$ cat src/design/bhpd_pkg.sv
// Shared types, character codes and hex helpers for the baggage header percent decoder.
// Used by the front, queue, back and top level modules; depends on nothing.
package bhpd_pkg;

	localparam logic [7:0] CH_PERCENT = 8'h25;
	localparam logic [7:0] CH_EQUALS  = 8'h3D;
	localparam logic [7:0] CH_COMMA   = 8'h2C;

	localparam int QUEUE_DEPTH_DEF = 4;

	// Up to three results caused by one header byte. The pair, header and
	// malformed marks apply to the last result of the bundle only.
	typedef struct packed {
		logic [1:0]      cnt;
		logic [2:0][7:0] bytes;
		logic            present;
		logic            inval;
		logic            pair;
		logic            hdr;
		logic            mal;
	} bundle_t;

	function automatic logic is_hex(input logic [7:0] c);
		return (c >= 8'h30 && c <= 8'h39) || (c >= 8'h61 && c <= 8'h66) ||
			(c >= 8'h41 && c <= 8'h46);
	endfunction

	// Letters of either case keep their value in the low nibble offset by nine.
	function automatic logic [3:0] hex_val(input logic [7:0] c);
		logic [3:0] v;
		v = 4'd0;
		if (c >= 8'h30 && c <= 8'h39) begin
			v = c[3:0];
		end else if ((c >= 8'h61 && c <= 8'h66) || (c >= 8'h41 && c <= 8'h46)) begin
			v = c[3:0] + 4'd9;
		end
		return v;
	endfunction

endpackage

$ cat src/design/baggage_header_percent_decoder_core.sv
// Top level of the baggage header percent decoder: front parser, bundle queue
// and back serializer. Depends on bhpd_pkg, bhpd_front, bhpd_queue, bhpd_back.
//
// Header bytes enter one beat per cycle through push/full and leave as decoded
// result beats through empty/pop. Each input beat is parsed in the cycle it is
// accepted and yields zero to three results; these wait as one entry in a
// queue of QUEUE_DEPTH entries, and the output register hands out one result
// per cycle while pop is held; a result is written into a queue slot and then
// loaded into the output register before it is visible. full rises only when
// the queue holds QUEUE_DEPTH bundles; the sustained rate is one input beat
// per cycle as long as the bytes give about one result each, and is set by the
// one-result-per-cycle output port when escapes or pair ends give more. After
// a header end all parser state is back at its reset value, so the next header
// may follow in the next cycle.
module baggage_header_percent_decoder_core #(
	parameter int QUEUE_DEPTH = bhpd_pkg::QUEUE_DEPTH_DEF
) (
	input  logic       clk,
	input  logic       arst_n,
	input  logic       push,
	output logic       full,
	input  logic [7:0] data_byte,
	input  logic       end_of_header,
	output logic       empty,
	input  logic       pop,
	output logic [7:0] out_byte,
	output logic       byte_present,
	output logic       in_value,
	output logic       pair_done,
	output logic       header_done,
	output logic       malformed
);
	import bhpd_pkg::*;

	logic    accept;
	logic    q_push;
	bundle_t q_in;
	bundle_t q_out;
	logic    q_pop;
	logic    q_empty;

	assign accept = push && !full;

	bhpd_front u_front (
		.clk          (clk),
		.arst_n       (arst_n),
		.accept       (accept),
		.data_byte    (data_byte),
		.end_of_header(end_of_header),
		.q_push       (q_push),
		.q_data       (q_in)
	);

	bhpd_queue #(
		.DEPTH(QUEUE_DEPTH)
	) u_queue (
		.clk   (clk),
		.arst_n(arst_n),
		.push  (q_push),
		.din   (q_in),
		.full  (full),
		.pop   (q_pop),
		.dout  (q_out),
		.empty (q_empty)
	);

	bhpd_back u_back (
		.clk         (clk),
		.arst_n      (arst_n),
		.q_empty     (q_empty),
		.q_data      (q_out),
		.q_pop       (q_pop),
		.pop         (pop),
		.empty       (empty),
		.out_byte    (out_byte),
		.byte_present(byte_present),
		.in_value    (in_value),
		.pair_done   (pair_done),
		.header_done (header_done),
		.malformed   (malformed)
	);

endmodule

$ cat src/design/bhpd_front.sv
// Front part of the baggage header percent decoder: parses each accepted byte,
// tracks key/value phase and held escape bytes, and pushes one bundle per byte that gives results.
// Depends on bhpd_pkg.
module bhpd_front (
	input  logic              clk,
	input  logic              arst_n,
	input  logic              accept,
	input  logic [7:0]        data_byte,
	input  logic              end_of_header,
	output logic              q_push,
	output bhpd_pkg::bundle_t q_data
);
	import bhpd_pkg::*;

	localparam logic [1:0] PH_KEY     = 2'd0;
	localparam logic [1:0] PH_VALUE   = 2'd1;
	localparam logic [1:0] PH_DISCARD = 2'd2;

	logic [1:0] phase_q;
	logic       seg_q;
	logic [1:0] pcnt_q;
	logic [7:0] pdig_q;

	logic [1:0]      phase_n;
	logic            seg_n;
	logic [1:0]      pcnt_n;
	logic [7:0]      pdig_n;
	bundle_t         bnd;
	logic [2:0][7:0] byt;
	logic [1:0]      cnt;
	logic            take_reg;
	logic            do_flush;
	logic            flush_inval;
	logic            do_mark;
	logic            mark_hdr;
	logic            do_mal;

	always_comb begin
		phase_n     = phase_q;
		seg_n       = seg_q;
		pcnt_n      = pcnt_q;
		pdig_n      = pdig_q;
		byt         = '0;
		cnt         = 2'd0;
		take_reg    = 1'b0;
		do_flush    = 1'b0;
		flush_inval = 1'b0;
		do_mark     = 1'b0;
		mark_hdr    = 1'b0;
		do_mal      = 1'b0;
		bnd         = '0;
		bnd.present = 1'b1;

		// Classify the byte.
		if (phase_q[1]) begin
			if (end_of_header) begin
				do_mal = 1'b1;
			end
		end else if (phase_q == PH_KEY) begin
			if (data_byte == CH_COMMA || end_of_header) begin
				do_mal = 1'b1;
			end else if (data_byte == CH_EQUALS) begin
				if (!seg_q) begin
					do_mal = 1'b1;
				end else begin
					do_flush    = 1'b1;
					flush_inval = 1'b0;
					phase_n     = PH_VALUE;
					seg_n       = 1'b0;
				end
			end else begin
				take_reg = 1'b1;
			end
		end else begin
			if (data_byte == CH_COMMA) begin
				if (!seg_q) begin
					do_mal = 1'b1;
				end else begin
					do_flush    = 1'b1;
					flush_inval = 1'b1;
					do_mark     = 1'b1;
					mark_hdr    = end_of_header;
					phase_n     = PH_KEY;
					seg_n       = 1'b0;
				end
			end else begin
				take_reg = 1'b1;
			end
		end

		// Ordinary byte of a key or a value, with escape handling.
		if (take_reg) begin
			seg_n       = 1'b1;
			flush_inval = phase_q[0];
			case (pcnt_q)
				2'd0: begin
					if (data_byte == CH_PERCENT) begin
						pcnt_n = 2'd1;
					end else begin
						byt[cnt] = data_byte;
						cnt      = cnt + 2'd1;
					end
				end
				2'd1: begin
					if (is_hex(data_byte)) begin
						pdig_n = data_byte;
						pcnt_n = 2'd2;
					end else begin
						byt[cnt] = CH_PERCENT;
						cnt      = cnt + 2'd1;
						if (data_byte != CH_PERCENT) begin
							byt[cnt] = data_byte;
							cnt      = cnt + 2'd1;
							pcnt_n   = 2'd0;
						end
					end
				end
				default: begin
					pdig_n = 8'd0;
					if (is_hex(data_byte)) begin
						byt[cnt] = {hex_val(pdig_q), hex_val(data_byte)};
						cnt      = cnt + 2'd1;
						pcnt_n   = 2'd0;
					end else begin
						byt[cnt] = CH_PERCENT;
						cnt      = cnt + 2'd1;
						byt[cnt] = pdig_q;
						cnt      = cnt + 2'd1;
						if (data_byte == CH_PERCENT) begin
							pcnt_n = 2'd1;
						end else begin
							byt[cnt] = data_byte;
							cnt      = cnt + 2'd1;
							pcnt_n   = 2'd0;
						end
					end
				end
			endcase
			if (end_of_header) begin
				do_flush    = 1'b1;
				flush_inval = 1'b1;
				do_mark     = 1'b1;
				mark_hdr    = 1'b1;
			end
		end

		// Held escape bytes leave as literals at a segment end.
		if (do_flush) begin
			if (pcnt_n != 2'd0) begin
				byt[cnt] = CH_PERCENT;
				cnt      = cnt + 2'd1;
			end
			if (pcnt_n == 2'd2) begin
				byt[cnt] = pdig_n;
				cnt      = cnt + 2'd1;
			end
			pcnt_n = 2'd0;
			pdig_n = 8'd0;
		end
		bnd.inval = flush_inval;

		if (do_mark) begin
			if (cnt == 2'd0) begin
				cnt         = 2'd1;
				bnd.present = 1'b0;
			end
			bnd.inval = 1'b1;
			bnd.pair  = 1'b1;
			bnd.hdr   = mark_hdr;
			if (mark_hdr) begin
				phase_n = PH_KEY;
				seg_n   = 1'b0;
			end
		end

		if (do_mal) begin
			pcnt_n = 2'd0;
			pdig_n = 8'd0;
			if (end_of_header) begin
				cnt         = 2'd1;
				byt         = '0;
				bnd.present = 1'b0;
				bnd.inval   = 1'b0;
				bnd.pair    = 1'b0;
				bnd.hdr     = 1'b1;
				bnd.mal     = 1'b1;
				phase_n     = PH_KEY;
				seg_n       = 1'b0;
			end else begin
				phase_n = PH_DISCARD;
			end
		end

		bnd.cnt   = cnt;
		bnd.bytes = byt;
	end

	assign q_push = accept && (bnd.cnt != 2'd0);
	assign q_data = bnd;

	always_ff @(posedge clk or negedge arst_n) begin
		if (!arst_n) begin
			phase_q <= PH_KEY;
			seg_q   <= 1'b0;
			pcnt_q  <= 2'd0;
			pdig_q  <= 8'd0;
		end else if (accept) begin
			phase_q <= phase_n;
			seg_q   <= seg_n;
			pcnt_q  <= pcnt_n;
			pdig_q  <= pdig_n;
		end
	end

	a_eoh_resets: assert property (@(posedge clk) disable iff (!arst_n)
		accept && end_of_header |=> phase_q == PH_KEY && pcnt_q == 2'd0 && !seg_q)
		else $error("state not cleared after the last header beat");

	a_mal_single: assert property (@(posedge clk) disable iff (!arst_n)
		q_push && q_data.mal |-> q_data.cnt == 2'd1 && !q_data.present && q_data.hdr)
		else $error("malformed bundle is not a single header end result");

endmodule

$ cat src/design/bhpd_queue.sv
// Short bundle queue between the front and back parts of the decoder.
// Depends on bhpd_pkg.
module bhpd_queue #(
	parameter int DEPTH = bhpd_pkg::QUEUE_DEPTH_DEF
) (
	input  logic              clk,
	input  logic              arst_n,
	input  logic              push,
	input  bhpd_pkg::bundle_t din,
	output logic              full,
	input  logic              pop,
	output bhpd_pkg::bundle_t dout,
	output logic              empty
);
	import bhpd_pkg::*;

	localparam int PTR_W = (DEPTH > 1) ? $clog2(DEPTH) : 1;
	localparam int CNT_W = $clog2(DEPTH + 1);
	localparam logic [PTR_W-1:0] LAST_PTR = PTR_W'(DEPTH - 1);
	localparam logic [CNT_W-1:0] FULL_CNT = CNT_W'(DEPTH);

	bundle_t          slot_q [DEPTH];
	logic [PTR_W-1:0] wr_q;
	logic [PTR_W-1:0] rd_q;
	logic [CNT_W-1:0] count_q;
	logic             do_push;
	logic             do_pop;

	assign full    = (count_q == FULL_CNT);
	assign empty   = (count_q == '0);
	assign do_push = push && !full;
	assign do_pop  = pop && !empty;
	assign dout    = slot_q[rd_q];

	always_ff @(posedge clk) begin
		if (do_push) begin
			slot_q[wr_q] <= din;
		end
	end

	always_ff @(posedge clk or negedge arst_n) begin
		if (!arst_n) begin
			wr_q    <= '0;
			rd_q    <= '0;
			count_q <= '0;
		end else begin
			if (do_push) begin
				wr_q <= (wr_q == LAST_PTR) ? '0 : wr_q + 1'b1;
			end
			if (do_pop) begin
				rd_q <= (rd_q == LAST_PTR) ? '0 : rd_q + 1'b1;
			end
			if (do_push && !do_pop) begin
				count_q <= count_q + 1'b1;
			end else if (do_pop && !do_push) begin
				count_q <= count_q - 1'b1;
			end
		end
	end

	a_count_bound: assert property (@(posedge clk) disable iff (!arst_n)
		count_q <= FULL_CNT)
		else $error("queue count beyond depth");

	a_push_full: assert property (@(posedge clk) disable iff (!arst_n)
		full && !do_pop |=> count_q == FULL_CNT)
		else $error("queue lost an entry while full");

endmodule

$ cat src/design/bhpd_back.sv
// Back part of the decoder: takes bundles from the queue and hands out their
// results one beat at a time from an output register. Depends on bhpd_pkg.
module bhpd_back (
	input  logic              clk,
	input  logic              arst_n,
	input  logic              q_empty,
	input  bhpd_pkg::bundle_t q_data,
	output logic              q_pop,
	input  logic              pop,
	output logic              empty,
	output logic [7:0]        out_byte,
	output logic              byte_present,
	output logic              in_value,
	output logic              pair_done,
	output logic              header_done,
	output logic              malformed
);
	import bhpd_pkg::*;

	bundle_t    cur_q;
	logic [1:0] idx_q;
	logic       valid_q;
	logic       last;
	logic       taken;

	assign last  = (idx_q == cur_q.cnt - 2'd1);
	assign taken = pop && valid_q;
	assign q_pop = !q_empty && (!valid_q || (taken && last));
	assign empty = !valid_q;

	assign out_byte     = cur_q.bytes[idx_q];
	assign byte_present = cur_q.present;
	assign in_value     = cur_q.inval;
	assign pair_done    = last && cur_q.pair;
	assign header_done  = last && cur_q.hdr;
	assign malformed    = last && cur_q.mal;

	always_ff @(posedge clk) begin
		if (q_pop) begin
			cur_q <= q_data;
		end
	end

	always_ff @(posedge clk or negedge arst_n) begin
		if (!arst_n) begin
			valid_q <= 1'b0;
			idx_q   <= 2'd0;
		end else if (q_pop) begin
			valid_q <= 1'b1;
			idx_q   <= 2'd0;
		end else if (taken) begin
			if (last) begin
				valid_q <= 1'b0;
				idx_q   <= 2'd0;
			end else begin
				idx_q <= idx_q + 2'd1;
			end
		end
	end

	a_idx_in_bundle: assert property (@(posedge clk) disable iff (!arst_n)
		valid_q |-> idx_q < cur_q.cnt)
		else $error("result index beyond bundle size");

	a_hold_partial: assert property (@(posedge clk) disable iff (!arst_n)
		valid_q && !last |=> valid_q)
		else $error("bundle dropped before its last result");

endmodule

$ cat config.mk
export PLATFORM = sky130hd
export DESIGN_NAME = baggage_header_percent_decoder_core
export DESIGN_NICKNAME = d
export VERILOG_FILES = /design/src/design/bhpd_pkg.sv /design/src/design/baggage_header_percent_decoder_core.sv /design/src/design/bhpd_front.sv /design/src/design/bhpd_queue.sv /design/src/design/bhpd_back.sv
export SDC_FILE = /design/constraint.sdc
export NUM_CORES = 1
export LEC_CHECK = 0
export ABC_AREA = 1
export BUFFER_PORTS_ARGS = -buffer_cell sky130_fd_sc_hd__buf_2
export CAP_MARGIN = 20
export CORE_MARGIN = 3
export CORE_UTILIZATION = 45
export CTS_CLUSTER_SIZE = 30
export DETAILED_ROUTE_END_ITERATION = 16
export GPL_TIMING_DRIVEN = 0
export HOLD_SLACK_MARGIN = 0.05
export PLACE_DENSITY_LB_ADDON = 0.15
export REMOVE_ABC_BUFFERS = 1
export SYNTH_ARGS = -nofsm -noshare
export SYNTH_HDL_FRONTEND = slang
export SYNTH_SLANG_ARGS = --single-unit
$ cat constraint.sdc
create_clock -name clk -period 4.4 [get_ports clk]
set_input_delay 1.32 -clock clk [delete_from_list [all_inputs] [get_ports clk]]
set_output_delay 1.32 -clock clk [all_outputs]
set_load 0.02 [all_outputs]
==> flow_metrics.py <==
metrics = {
    "outcome": {
        "status": "finished clean",
    },
    "timing": {
        "max_slew_margin": 0.412,
        "fmax_mhz": 231,
        "timing.hold.ws_ps": 534,
        "skew_ps": 13.5,
        "hold_viol": 0,
        "setup_viol": 0,
        "tightestPinTransition_ps": 881,
        "finalSetupTns_ps": 0,
        "period_share": 0.983,
        "post-route-min-period_ps": 4320,
        "slew_viol_final": 0,
    },
    "synth": {
        "ys_warn_count": 0,
        "synthArstFlopShare": 0.129,
        "ys_seq_area_frac": 0.613,
        "ys_ff_latch": 178,
        "synthMuxAreaShare": 0.00132,
        "synth_top_family_by_area": "simple AND/OR/NAND/NOR gates",
        "synthAdderAreaFrac": 0.0302,
        "avgSynthCellArea_sq_um": 10.3,
        "synth_edf_count": 155,
        "synth_cell_types": 44,
        "syn_inst": 830,
        "synth-xor-area-share": 0.00822,
        "yosys.area_share.simple": 0.159,
        "synth_flop_cell": "edfxtp_1",
        "syn_area_sq_mm": 0.00853,
        "synth_compound_area_frac": 0.134,
    },
    "global_routing": {
        "grt_antenna_before_repair": 0,
        "gr-total-overflow": 0,
        "grt_pass1_wl_um": 34700,
        "grt_util_all_layers": 0.224,
        "grt_max_degree": 64,
        "grt_pass1_vias": 6226,
    },
    "pwr": {
        "finalPower_uw": 7260,
        "power_density_mw_per_mm2": 718,
        "peakVddDrop_v": 0.000438,
        "p_leak_uw": 0.00387,
    },
    "clocking": {
        "clkLatencyLatePin_ps": 430,
        "cts.clk_slew.worst_paths_ps": 70,
        "cts_max_path_buffers": 2,
        "cts_tree": "built",
        "root_buffer": "clkbuf_16",
        "htree_levels": 4,
        "cts_sinks": 178,
        "cts_hold_buffers": 0,
        "cts_buffers": 17,
    },
    "die": {
        "die_w_um": 144,
        "die_height_um": 144,
        "num_rows": 49,
        "fp.coreArea_sq_mm": 0.0183,
        "dieArea_sq_mm": 0.0206,
        "start_util": 0.467,
        "pin_count": 28,
    },
    "route": {
        "ant_nets": 0,
        "drc": 0,
        "dr.pass1.iters": 5,
        "via_per_inst": 5.69,
        "vias": 6412,
        "wire_per_inst_um": 20.0,
        "wl_um": 22500,
        "dr.first_iter.drc_count": 495,
    },
    "min_path": {
        "hold_class": "reg -> reg",
    },
    "placed_design": {
        "dpl.hpwl_um": 14800,
        "dpl_cell_area_sq_mm": 0.00903,
        "io_buffers": 27,
        "place.gp.congestion": 0.963,
    },
    "job": {
        "maxCapViolCount": 0,
    },
    "critical_path": {
        "cp_slowest_cell": "fa_2",
        "cp_num_buf_inv": 7,
        "cp_common_cell": "inv_2",
        "worstPathMaxFanout": 5,
        "start_kind": "input port",
        "cp.required_ps": 4720,
        "crit_path_end_kind": "flop",
        "crit_type": "in -> reg",
        "max_stage_delay_ps": 430,
        "cp.arrival_ps": 4650,
        "crit_family": "simple AND/OR/NAND/NOR gates",
    },
    "final_layout": {
        "syn_to_final_growth_pct": 18.5,
        "nFillCells": 1590,
        "nets": 917,
        "drive_gt1_frac": 0.194,
        "final_area_sq_mm": 0.0101,
        "diodes": 0,
    },
}
-- cells by family (layout without fill, tap and decap cells) --
group / Yosys count / count (layout)
simple gates: 307 / 308
compound gates: 197 / 197
flops: 178 / 178
buf+inv: 119 / 185
fa+ha+maj: 20 / 20
xor+xnor: 8 / 8
mux: 1 / 1
-- state kept, by name (all words and copies together) (netlist names) --
name / count
u_queue.slot_q: 124
u_back.cur_q: 29
u_front.pdig_q: 8
u_queue.count_q: 3
u_back.idx_q: 2
u_front.pcnt_q: 2
u_front.phase_q: 2
u_queue.rd_q: 2
u_queue.wr_q: 2
u_back.byte_present: 1
u_back.in_value: 1
u_back.valid_q: 1
u_front.seg_q: 1
-- metal layers --
| metal | track usage | routed length (um) | vias to the layer above |
|---|---|---|---|
| met5 | 0 | 0 | - |
| met4 | 0.0525 | 288 | 0 |
| met3 | 0.0409 | 855 | 27 |
| met2 | 0.374 | 11000 | 168 |
| met1 | 0.307 | 10300 | 3200 |
| li1 | - | - | 3017 |
-- synth_stat cells (2+ instances only) --
library cell,instances,area share
xnor2_1,2,0.0021
xor2_1,6,0.0062
nand2_4,5,0.0066
clkbuf_1,24,0.011
dfrtp_1,23,0.068
o21ai_1,9,0.0053
a22o_1,2,0.0021
nor2_1,142,0.063
o22ai_1,53,0.039
o211ai_1,2,0.0018
a21oi_1,18,0.011
nor3_1,5,0.0029
nand3_2,5,0.0059
nor2_2,8,0.0059
o21ai_0,89,0.052
edfxtp_1,155,0.55
a22oi_1,7,0.0062
inv_2,7,0.0031
nand2_2,10,0.0073
o31ai_1,9,0.0079
buf_2,3,0.0018
nand3_1,33,0.019
clkinv_1,2,0.00088
nand4_1,4,0.0029
ha_1,19,0.028
buf_4,2,0.0018
nand2_1,90,0.040
inv_1,78,0.034
buf_1,3,0.0013
-- cell usage in the layout, fill, tap and decap left out, types with 3 or more instances in the layout --
master and count:
a21oi_1 17, a22oi_1 7, buf_12 10, buf_2 24, buf_4 26, clkbuf_16 17, clkinv_2 3, clkinv_4 5
dfrtp_1 22, edfxtp_1 155, ha_1 14, ha_4 3, inv_1 69, inv_2 12, inv_4 4, nand2_1 84
nand2_2 11, nand2_4 9, nand2_8 3, nand3_1 28, nand3_2 7, nand3_4 3, nand4_1 4, nor2_1 136
nor2_2 6, nor2_4 8, nor3_1 5, o21ai_0 87, o21ai_1 10, o22ai_1 53, o31ai_1 9, xor2_1 6
-- tightest hold or removal path: stages, from the launching register on --
cell,delay (ps)
dfrtp_1,390
nand2_1,70
nand2_1,50
-- per-stage QoR --
step,setup WS (ps),cells,util
2_1_floorplan,-1100,798,-
3_3_place_gp,-3250,1054,0.483
3_5_place_dp,-1620,1062,0.494
4_1_cts,24.2,1113,0.543
5_1_grt,-82.3,1126,0.553
6_report,76.3,1126,0.553
-- cell type report --
class                           count  area, sq um  area share
Timing Repair Buffer               66          619      0.0613
Sequential cell                   178         5230       0.518
Inverter                           87          338      0.0334
Clock buffer                       19          433      0.0429
Tap cell                          229          287      0.0284
Clock inverter                     13          133      0.0131
Multi-Input combinational cell    534         3060       0.303
-- worst paths after layout --
check	startpoint	endpoint	slack, ps	cells after the start
worst max-delay path	data_byte[7]	u_queue.count_q[1]$_DFFE_PN0P_	80	25
worst min-delay path	u_queue.wr_q[1]$_DFFE_PN0P_	u_queue.wr_q[1]$_DFFE_PN0P_	530	2
worst max register to register	u_back.idx_q[0]$_DFFE_PN0P_	u_queue.count_q[1]$_DFFE_PN0P_	560	12
worst min register to register	u_queue.wr_q[1]$_DFFE_PN0P_	u_queue.wr_q[1]$_DFFE_PN0P_	530	2
max in group asynchronous	arst_n	u_queue.rd_q[0]$_DFFE_PN0P_	3010	1
min in group asynchronous	arst_n	u_front.seg_q$_DFFE_PN0P_	910	1
-- where the power goes --
group / internal (uW) / switching (uW) / total, uW
logic: 1020 / 1970 / 2980
clock network: 789 / 655 / 1440
registers: 2560 / 267 / 2830
-- what timing repair did --
item	4_1_cts	5_1_grt
hold endpoints to repair	0	0
cloned	1	0
setup endpoints to repair	201	33
resized for setup	35	23
buffers inserted	18	13
pin swaps	11	11
(Power assumes the default switching activity.)
